### src/design/lpr_pkg.sv
// Shared types and constants for the LRU page replacement block.
// No dependencies.
`timescale 1ns / 1ps

package lpr_pkg;

	localparam int CFG_W      = 4;   // frames_in_use register width
	localparam int IDX_OUT_W  = 3;   // frame_index port width
	localparam int WORD_W     = 16;  // evicted_page and fault_count width

	localparam logic [CFG_W-1:0]  FRAMES_IN_USE_RST = 4'd3;
	localparam logic [WORD_W-1:0] COUNT_MAX         = 16'hFFFF;

	typedef enum logic [1:0] {
		ST_IDLE,
		ST_LOOK,
		ST_UPD
	} state_t;

endpackage

### src/design/lpr_cell.sv
// One page frame: page, valid bit and recency rank, plus its link in the
// selection chain. Depends on lpr_pkg.
`timescale 1ns / 1ps

module lpr_cell
	import lpr_pkg::*;
#(
	parameter int FRAMES    = 8,
	parameter int PAGE_BITS = 16,
	parameter int INDEX     = 0
) (
	input  logic clk,
	input  logic arst_n,
	input  logic active,
	input  logic [PAGE_BITS-1:0] page,
	input  logic [((FRAMES > 1) ? $clog2(FRAMES) : 1)*5+PAGE_BITS+1:0] chain_prev,
	output logic [((FRAMES > 1) ? $clog2(FRAMES) : 1)*5+PAGE_BITS+1:0] chain_next,
	input  logic [((FRAMES > 1) ? $clog2(FRAMES) : 1)*2+PAGE_BITS+1:0] upd
);

	localparam int IDX_W = (FRAMES > 1) ? $clog2(FRAMES) : 1;
	localparam logic [IDX_W-1:0] MY_IDX   = IDX_W'(INDEX);
	localparam logic [IDX_W-1:0] RANK_MAX = IDX_W'(FRAMES - 1);

	typedef struct packed {
		logic                 hit;
		logic [IDX_W-1:0]     hit_idx;
		logic [IDX_W-1:0]     hit_rank;
		logic                 empty;
		logic [IDX_W-1:0]     empty_idx;
		logic [IDX_W-1:0]     max_rank;
		logic [IDX_W-1:0]     max_idx;
		logic [PAGE_BITS-1:0] max_page;
	} chain_t;

	typedef struct packed {
		logic                 en;
		logic                 hit;
		logic [IDX_W-1:0]     idx;
		logic [IDX_W-1:0]     old_rank;
		logic [PAGE_BITS-1:0] page;
	} upd_t;

	chain_t ci, co;
	upd_t   u;

	logic [PAGE_BITS-1:0] page_q;
	logic                 valid_q;
	logic [IDX_W-1:0]     rank_q;
	logic                 age;

	assign ci         = chain_t'(chain_prev);
	assign chain_next = co;
	assign u          = upd_t'(upd);

	// first match, first empty, and oldest (lowest index on ties) win
	always_comb begin
		co = ci;
		if (active) begin
			if (!ci.hit && valid_q && page_q == page) begin
				co.hit      = 1'b1;
				co.hit_idx  = MY_IDX;
				co.hit_rank = rank_q;
			end
			if (!ci.empty && !valid_q) begin
				co.empty     = 1'b1;
				co.empty_idx = MY_IDX;
			end
			if (rank_q > ci.max_rank) begin
				co.max_rank = rank_q;
				co.max_idx  = MY_IDX;
				co.max_page = page_q;
			end else if (MY_IDX == '0) begin
				co.max_page = page_q;
			end
		end
	end

	assign age = active && valid_q && rank_q != RANK_MAX &&
		(!u.hit || rank_q < u.old_rank);

	always_ff @(posedge clk or negedge arst_n) begin
		if (!arst_n) begin
			valid_q <= 1'b0;
			rank_q  <= '0;
		end else if (u.en) begin
			if (u.idx == MY_IDX) begin
				valid_q <= 1'b1;
				rank_q  <= '0;
			end else if (age) begin
				rank_q <= rank_q + 1'b1;
			end
		end
	end

	always_ff @(posedge clk) begin
		if (u.en && u.idx == MY_IDX) begin
			page_q <= u.page;
		end
	end

endmodule

### src/design/lru_page_replacement.sv
// LRU page replacement top level: control FSM, row of frame cells, result register.
// Depends on lpr_pkg and lpr_cell.
`timescale 1ns / 1ps

// One page reference per word on req; one result word per reference on rsp.
// A reference passes through a lookup state (every frame compares its page and the
// cell chain picks hit frame, first empty frame or LRU victim) and then an update
// state (the choice is broadcast and the cells age or load). A new reference is
// taken in the update cycle of the previous one; the result word is registered on
// commit. While the previous result word still waits on rsp, the update cycle
// stretches and req_ready stays low. The lookup path ripples through all FRAMES
// cells and sets the clock limit. The user must write frames_in_use by cfg_we and
// cfg_data only while idle; the block does not enforce it. 0 acts as 1 and values
// above FRAMES as FRAMES. Frames outside the active range keep their contents.

module lru_page_replacement
	import lpr_pkg::*;
#(
	parameter int FRAMES    = 8,
	parameter int PAGE_BITS = 16
) (
	input  logic                 clk,
	input  logic                 arst_n,
	input  logic                 cfg_we,
	input  logic [CFG_W-1:0]     cfg_data,
	input  logic                 req_valid,
	output logic                 req_ready,
	input  logic [PAGE_BITS-1:0] page_number,
	output logic                 rsp_valid,
	input  logic                 rsp_ready,
	output logic                 hit,
	output logic [IDX_OUT_W-1:0] frame_index,
	output logic                 evicted_valid,
	output logic [WORD_W-1:0]    evicted_page,
	output logic [WORD_W-1:0]    fault_count
);

	localparam int IDX_W = (FRAMES > 1) ? $clog2(FRAMES) : 1;

	typedef struct packed {
		logic                 hit;
		logic [IDX_W-1:0]     hit_idx;
		logic [IDX_W-1:0]     hit_rank;
		logic                 empty;
		logic [IDX_W-1:0]     empty_idx;
		logic [IDX_W-1:0]     max_rank;
		logic [IDX_W-1:0]     max_idx;
		logic [PAGE_BITS-1:0] max_page;
	} chain_t;

	typedef struct packed {
		logic                 en;
		logic                 hit;
		logic [IDX_W-1:0]     idx;
		logic [IDX_W-1:0]     old_rank;
		logic [PAGE_BITS-1:0] page;
	} upd_t;

	typedef struct packed {
		logic                 hit;
		logic [IDX_W-1:0]     idx;
		logic [IDX_W-1:0]     old_rank;
		logic                 ev_valid;
		logic [PAGE_BITS-1:0] ev_page;
	} dec_t;

	state_t state_q, state_d;

	logic [CFG_W-1:0]     frames_q;
	logic [CFG_W:0]       n_act;
	logic [PAGE_BITS-1:0] page_q;
	dec_t                 dec_q, dec_d;
	upd_t                 upd;
	chain_t               chain_w [FRAMES+1];
	logic [WORD_W-1:0]    miss_q, miss_d;
	logic                 rsp_valid_q;
	logic                 out_free;
	logic                 commit;
	logic                 accept;

	// config register
	always_ff @(posedge clk or negedge arst_n) begin
		if (!arst_n) begin
			frames_q <= FRAMES_IN_USE_RST;
		end else if (cfg_we) begin
			frames_q <= cfg_data;
		end
	end

	always_comb begin
		if (frames_q == '0) begin
			n_act = (CFG_W+1)'(1);
		end else if ({1'b0, frames_q} > (CFG_W+1)'(FRAMES)) begin
			n_act = (CFG_W+1)'(FRAMES);
		end else begin
			n_act = {1'b0, frames_q};
		end
	end

	assign out_free = !rsp_valid_q || rsp_ready;
	assign accept   = req_valid && req_ready;

	always_comb begin
		state_d   = state_q;
		req_ready = 1'b0;
		commit    = 1'b0;
		case (state_q)
			ST_IDLE: begin
				req_ready = 1'b1;
				if (req_valid) begin
					state_d = ST_LOOK;
				end
			end
			ST_LOOK: begin
				state_d = ST_UPD;
			end
			ST_UPD: begin
				if (out_free) begin
					commit    = 1'b1;
					req_ready = 1'b1;
					state_d   = req_valid ? ST_LOOK : ST_IDLE;
				end
			end
			default: begin
				state_d = ST_IDLE;
			end
		endcase
	end

	always_ff @(posedge clk or negedge arst_n) begin
		if (!arst_n) begin
			state_q <= ST_IDLE;
		end else begin
			state_q <= state_d;
		end
	end

	always_ff @(posedge clk) begin
		if (accept) begin
			page_q <= page_number;
		end
	end

	// selection chain through the cells
	assign chain_w[0] = '0;

	for (genvar k = 0; k < FRAMES; k++) begin : g_cell
		lpr_cell #(
			.FRAMES    (FRAMES),
			.PAGE_BITS (PAGE_BITS),
			.INDEX     (k)
		) u_cell (
			.clk        (clk),
			.arst_n     (arst_n),
			.active     ((CFG_W+1)'(k) < n_act),
			.page       (page_q),
			.chain_prev (chain_w[k]),
			.chain_next (chain_w[k+1]),
			.upd        (upd)
		);
	end

	always_comb begin
		dec_d          = '0;
		dec_d.hit      = chain_w[FRAMES].hit;
		dec_d.old_rank = chain_w[FRAMES].hit_rank;
		if (chain_w[FRAMES].hit) begin
			dec_d.idx = chain_w[FRAMES].hit_idx;
		end else if (chain_w[FRAMES].empty) begin
			dec_d.idx = chain_w[FRAMES].empty_idx;
		end else begin
			dec_d.idx      = chain_w[FRAMES].max_idx;
			dec_d.ev_valid = 1'b1;
			dec_d.ev_page  = chain_w[FRAMES].max_page;
		end
	end

	always_ff @(posedge clk) begin
		if (state_q == ST_LOOK) begin
			dec_q <= dec_d;
		end
	end

	always_comb begin
		upd.en       = commit;
		upd.hit      = dec_q.hit;
		upd.idx      = dec_q.idx;
		upd.old_rank = dec_q.old_rank;
		upd.page     = page_q;
	end

	assign miss_d = (!dec_q.hit && miss_q != COUNT_MAX) ? miss_q + 1'b1 : miss_q;

	always_ff @(posedge clk or negedge arst_n) begin
		if (!arst_n) begin
			miss_q      <= '0;
			rsp_valid_q <= 1'b0;
		end else if (commit) begin
			miss_q      <= miss_d;
			rsp_valid_q <= 1'b1;
		end else if (rsp_ready) begin
			rsp_valid_q <= 1'b0;
		end
	end

	// result word register
	always_ff @(posedge clk) begin
		if (commit) begin
			hit           <= dec_q.hit;
			frame_index   <= IDX_OUT_W'(dec_q.idx);
			evicted_valid <= dec_q.ev_valid;
			evicted_page  <= WORD_W'(dec_q.ev_page);
			fault_count   <= miss_d;
		end
	end

	assign rsp_valid = rsp_valid_q;

endmodule

### config.mk
export PLATFORM = sky130hd
export DESIGN_NAME = lru_page_replacement
export DESIGN_NICKNAME = d
export VERILOG_FILES = /design/src/design/lpr_pkg.sv /design/src/design/lpr_cell.sv /design/src/design/lru_page_replacement.sv
export SDC_FILE = /design/constraint.sdc
export NUM_CORES = 1
export LEC_CHECK = 0
export ABC_AREA = 0
export BUFFER_PORTS_ARGS = -buffer_cell sky130_fd_sc_hd__buf_2
export CAP_MARGIN = 20
export CORE_ASPECT_RATIO = 0.9
export CORE_MARGIN = 10
export CORE_UTILIZATION = 30
export DETAILED_ROUTE_END_ITERATION = 10
export SLEW_MARGIN = 30
export SYNTH_ARGS = -nofsm -noshare
export SYNTH_HDL_FRONTEND = slang
export SYNTH_SLANG_ARGS = --single-unit
### constraint.sdc
create_clock -name clk -period 9.6 [get_ports clk]
set_input_delay 0.96 -clock clk [delete_from_list [all_inputs] [get_ports clk]]
set_output_delay 0.96 -clock clk [all_outputs]
set_load 0.005 [all_outputs]
### Word-level counts from Yosys, hierarchy flattened

Cells that the tools add are included.

* flip-flop bits (word level): 260
* input port bits: 25
* output and inout bits: 39
* word-level logic and storage cells: 282

* add/sub/neg operators: 9
* $lt $le $gt $ge: 25
* equality and inequality tests: 28
* multiplexer cells: 63
* reduce and logical (&&, ||, !) cells: 118

Operator list (count)
* $mux W33: 8
* $mux W22: 7
* $eq A16 B16 Y1: 8
* $logic_and A1 B1 Y1: 56
* $mux W7: 8
* $mux W3: 18
* $mux W4: 9
* $reduce_and A2 Y1: 17
* $add A3 B1 Y3 const B: 8
* $lt A3 B3 Y1: 8
* $ne A3 B3 Y1 const B: 8
* $logic_not A1 Y1: 23
* $gt A3 B3 Y1: 7
* $lt A3 B5 Y1 const A: 4
* $reduce_bool A2 Y1: 9
* $mux W17: 1
* $add A16 B1 Y16 const B: 1
* $mux W16: 1
* $ne A16 B16 Y1 const B: 1
* $eq A3 B3 Y1 const B: 4
* $lt A1 B5 Y1 const A: 2
* $lt A2 B5 Y1 const A: 2
* $logic_or A1 B1 Y1: 9
* $eq A3 B2 Y1 const B: 2
* 16 further kinds: 22

### Depth between registers and ports, before layout

* depth after elaboration: 42
* depth in mapped cells: 53
* mapped depth without buffers: 48

### Hierarchy

From an unflattened synthesis, not the netlist that was laid out.

* cells, all modules: 1204
* area, all modules: 14831.7 um^2

By module, submodules not included
* lpr_cell (g_cell[3].u_cell ...): instances 3, cells an instance 119, area an instance 1362.6 um^2, seq. area each 580.6 um^2
* lru_page_replacement: instances 1, cells an instance 247, area an instance 3912.5 um^2, seq. area each 2890.3 um^2
* lpr_cell (g_cell[1].u_cell ...): instances 2, cells an instance 120, area an instance 1370.1 um^2, seq. area each 580.6 um^2
* lpr_cell (g_cell[4].u_cell): instances 1, cells an instance 121, area an instance 1368.8 um^2, seq. area each 580.6 um^2
* lpr_cell (g_cell[0].u_cell): instances 1, cells an instance 120, area an instance 1367.6 um^2, seq. area each 580.6 um^2
* lpr_cell (g_cell[7].u_cell): instances 1, cells an instance 119, area an instance 1355.0 um^2, seq. area each 580.6 um^2

### Worst setup path after synthesis

No wires, ideal clock.

* path kind: reg2reg
* from: reg g_cell[0].u_cell.rank_q[0]
* to: reg dec_q[0] (netlist name) (data pin)
* setup time: 0.266 ns
* arrival: 10.162 ns
* data required time: 9.334 ns
* setup slack: -0.828 ns
* cell stages (with the launch flop): 50
* buffers on the path: 5
* clock period less this slack: 10.428 ns
* path through: dfrtp_1 -> inv_1 -> ha_1 -> a21o_1 -> ha_1 -> nor2b_1 -> o21a_1 -> o21a_1 -> buf_6 -> mux2_2 -> ha_1 -> nor2b_1 -> o21a_1 -> o211ai_1 -> mux2_4 -> ha_1 -> and3_1 -> a211oi_2 -> (+14 left out) -> mux2_2 -> ha_1 -> and3_1 -> a211oi_1 -> clkbuf_1 -> clkbuf_1 -> or3_1 -> o221ai_1 -> ha_1 -> nor2b_1 -> o21ai_0 -> a21oi_1 -> nor2_1 -> and3_1 -> clkbuf_1 -> clkbuf_1 -> a221oi_1 -> nor2_1

* word-level cells in the longest chain between the ends: 24

RTL lines
* from (decl): RTL line lpr_cell.sv:49 `logic [IDX_W-1:0] rank_q;`
* from (signal assigned): RTL line lpr_cell.sv:91 `rank_q <= rank_q + 1'b1;`
* $gt A3 B1 Y1: RTL line lpr_cell.sv:69 `if (rank_q > ci.max_rank) begin`
* $mux W6 *: RTL line lpr_cell.sv:69
* $mux W33 *: RTL line lpr_cell.sv:59 `if (active) begin`
* $gt A3 B3 Y1: RTL line lpr_cell.sv:69
* $mux W22: RTL line lpr_cell.sv:69
* $mux W33 *: RTL line lpr_cell.sv:59
* $gt A3 B3 Y1: RTL line lpr_cell.sv:69
* $mux W22: RTL line lpr_cell.sv:69
* (+8 left out)
* $mux W22: RTL line lpr_cell.sv:69
* $mux W33 *: RTL line lpr_cell.sv:59
* $gt A3 B3 Y1: RTL line lpr_cell.sv:69
* $mux W22: RTL line lpr_cell.sv:69
* $mux W33 *: RTL line lpr_cell.sv:59
* $gt A3 B3 Y1: RTL line lpr_cell.sv:69
* $mux W22: RTL line lpr_cell.sv:69
* $mux W33 *: RTL line lpr_cell.sv:59
* to (signal assigned): RTL line lru_page_replacement.sv:180 `dec_q <= dec_d;`
* to (decl): RTL line lru_page_replacement.sv:72 `dec_t dec_q, dec_d;`

Every way passes the cells marked *; elsewhere a longest branch is shown, timed or not.
A chain may end at the register's enable or synchronous reset.

==> impl_metrics.py <==
metrics = {
    "critical_path": {
        "crit_type": "reg -> reg",
        "critPathRequiredTime_ns": 9.90,
        "rr_endpoint": "dec_q[20]",
        "cp_max_fo": 18,
        "critical_path.most_common_cell": "o21a_1",
        "slowest_delay_ns": 0.38,
        "setup.worst_path.end_class": "register",
        "cp.arrival_ns": 9.52,
        "crit_slowest_cell": "or3_1",
        "r2r_start": "g_cell[0].u_cell.rank_q[1]",
        "ff2ff_path_depth": 50,
        "worstSetupStartpointType": "register",
        "rrSetupSlack_ns": 0.38,
    },
    "place": {
        "dp.cells": 1704,
        "place_congestion": 0.905,
        "hpwl_mm": 23.9,
        "port_buffers": 63,
    },
    "sta": {
        "clock_skew_ns": 0.0102,
        "max_freq_mhz": 108,
        "relSlewSlack_pct": 40.8,
        "slew_viol_final": 0,
        "hold_violations": 0,
        "post-route-min-period_ns": 9.22,
        "post-route-period-util_pct": 96.0,
        "tightest_slew_ns": 0.886,
        "finalSetupViolCount": 0,
    },
    "floorplan": {
        "initial_core_util_pct": 30.2,
        "fp.dieW_um": 242,
        "design.die.area_um2": 53200,
        "ios": 64,
        "coreArea_um2": 44000,
        "num_rows": 73,
        "die_height_um": 220,
    },
    "layout": {
        "nets": 1230,
        "n_fill_cell": 4306,
        "num_antenna_cells": 0,
        "multi_input_area_um2": 5720,
        "syn2layout_area_growth_pct": 18.7,
        "final_cell_count_no_fill": 1774,
        "seq_area_um2": 7530,
        "drive_gt1_share_pct": 20.4,
    },
    "clock_tree": {
        "clock_latency_ns": 0.55,
        "hold_buffers": 0,
        "path_clk_slew_ns": 0.06,
        "max-clock-path-buffers": 3,
        "cts.sinks": 260,
        "htree_levels": 1,
        "tritoncts": "built",
        "cts_root_buffer": "clkbuf_16",
        "cts_buffers": 30,
    },
    "route": {
        "wirelength_mm": 33.0,
        "drc": 0,
        "viasPerCell": 4.93,
        "dr_total_vias": 8750,
        "drt_iter0_drc": 690,
        "ant_nets": 0,
        "post_drt_wl_per_cell_um": 18.6,
        "dr.pass1.iters": 5,
    },
    "global_route": {
        "grt_max_degree": 56,
        "antenna_found_initial": 0,
        "grt_pass1_wl_mm": 51.0,
        "grt_use_total_pct": 12.0,
        "gr-total-overflow": 0,
        "grt_pass1_vias": 8809,
    },
    "run_status": {
        "outcome": "finished clean",
    },
    "worst_hold_path": {
        "min-delay-start": "dec_q[5]",
        "min_path_cells": 0,
        "holdCritPathClass": "reg -> reg",
        "hold_path_end": "evicted_page[5]",
    },
    "logic_synthesis": {
        "async_reset_ff_share_pct": 21.2,
        "ys_warn_count": 0,
        "yosysSeqAreaShare_pct": 56.6,
        "synth_area_um2": 13300,
        "ys_ff_latch": 260,
        "synth_edf_count": 205,
        "synth_cells": 1059,
        "yosys_most_used_dff": "edfxtp_1",
        "synth_cell_type_count": 74,
        "syn_nets": 1139,
        "postSynthAreaPerCell_um2": 12.6,
    },
    "run": {
        "drv_cap": 0,
    },
}
## cell type report
| type | count | share of cell area [%] |
|---|---|---|
| timing repair buffer | 106 | 4.26 |
| clock buffer | 42 | 5.43 |
| inverter | 27 | 0.642 |
| tap | 600 | 4.76 |
| multi-input combinational | 725 | 36.2 |
| clock inverter | 14 | 0.959 |
| sequential | 260 | 47.7 |
## layer usage
metal	GRT usage, %	vias up	wire (um)
met4	3.92	0	916
li1	-	4142	-
met5	0	-	0
met2	18.9	236	14800
met3	1.98	59	1630
met1	16.5	4313	15700
## worst max path at each step
stage	from	end	slack [ns]	cells past startpoint
after floorplan	g_cell[0].u_cell.rank_q[0]	dec_q[9]	0.03	52
after global placement	g_cell[0].u_cell.rank_q[0]	dec_q[4]	0.24	50
after detailed placement	g_cell[0].u_cell.rank_q[1]	dec_q[20]	-0.08	49
after CTS	g_cell[0].u_cell.rank_q[1]	dec_q[4]	0.01	50
after global routing	g_cell[0].u_cell.rank_q[0]	dec_q[20]	-0.04	50
final	g_cell[0].u_cell.rank_q[1]	dec_q[20]	0.38	50
## flip-flops by register name, indices dropped and copies added (netlist names), 2 cells and up
name	count
dec_q	24
evicted_page	16
fault_count	16
g_cell.u_cell.rank_q	24
state_q	2
miss_q	16
frames_q	4
g_cell.u_cell.valid_q	8
page_q	16
g_cell.u_cell.page_q	128
frame_index	3
## kinds of logic (layout without fill, tap and decap cells)
| logic type | Yosys count | in the layout | share of synthesized area, % |
|---|---|---|---|
| AOI/OAI and AO/OA | 193 | 193 | 10.7 |
| muxes | 40 | 40 | 3.33 |
| xor gates and xnor gates | 158 | 158 | 10.5 |
| DFF | 260 | 260 | 56.6 |
| and+or+nand+nor | 279 | 279 | 10.8 |
| buffers and inverters | 74 | 189 | 2.85 |
| adders and majority gates | 55 | 55 | 5.17 |
## critical path, delay by kind of cell (launching register included)
kind	cells	cell delay, ns
adders and majority gates	8	1.97
muxes	2	0.52
buffers and inverters	6	0.69
DFF	1	0.36
and+or+nand+nor	12	1.67
AOI/OAI and AO/OA	22	3.69
## per-stage QoR
step | instance area [um^2] | TNS, ns | worst slack [ns] | hold slack (ns) | utilization, %
after floorplan | 13500 | 0 | 0.0304 | 0.400 | -
after global placement | 14500 | 0 | 0.238 | 0.406 | 32.9
after detailed placement | 14500 | -0.0986 | -0.0779 | 0.405 | 32.9
after CTS | 15500 | 0 | 0.0129 | 0.421 | 35.3
after global routing | 15800 | -0.113 | -0.0382 | 0.425 | 35.9
final | 15800 | 0 | 0.380 | 0.419 | 35.9
## Yosys cell counts (all sizes together), types with 9 or more instances
master	number	area share (%)
and2	12	0.57
a211oi	17	1.0
nor2b	10	0.47
xnor2	76	5.0
nand2	61	1.7
a2111oi	10	0.67
mux2	22	2.0
buf	20	1.3
a22o	13	0.86
edfxtp	205	46
nand4	21	1.0
xor2	82	5.5
dfrtp	53	10
a21oi	10	0.38
and3	10	0.47
mux2i	18	1.4
o21a	9	0.51
a21o	20	1.1
inv	26	0.73
nand2b	14	0.66
nor2	67	1.9
a22oi	15	0.85
nand3	26	0.98
nor3	12	0.53
nor4	19	0.89
ha	55	5.2
a221oi	15	0.99
o21ai	42	1.6
clkbuf	27	0.76
## cell usage in the layout, fill, tap and decap left out, types with 8 or more instances in the layout
cell       Yosys  layout
a211oi_1      16      15
a21boi_0       8       8
a21o_1        20      20
a221oi_2       0      10
a22o_1        13      13
a22oi_1       15      15
and2_1        11      11
buf_2          6      63
buf_4          1      40
clkbuf_16      0      32
dfrtp_1       53      53
edfxtp_1     205     205
ha_1          55      49
inv_1         26      24
mux2_2        18      16
mux2i_1       18      18
nand2_1       61      60
nand2b_1      14      14
nand3_1       26      26
nand4_1       20      20
nor2_1        67      64
nor3_1        10       8
nor4_1        19      18
o21a_1         9       9
o21ai_0       41      37
xnor2_1       76      76
xor2_1        81      81
## repair_timing
action,CTS,global route
gates resized for setup,0,27
pin swaps,1,15
setup buffers,4,9
endpoints found under the setup margin,14,19
gates cloned,0,1
Power is not shown: default switching activity piles up to over one toggle a cycle in this logic, so the estimate is an artifact.
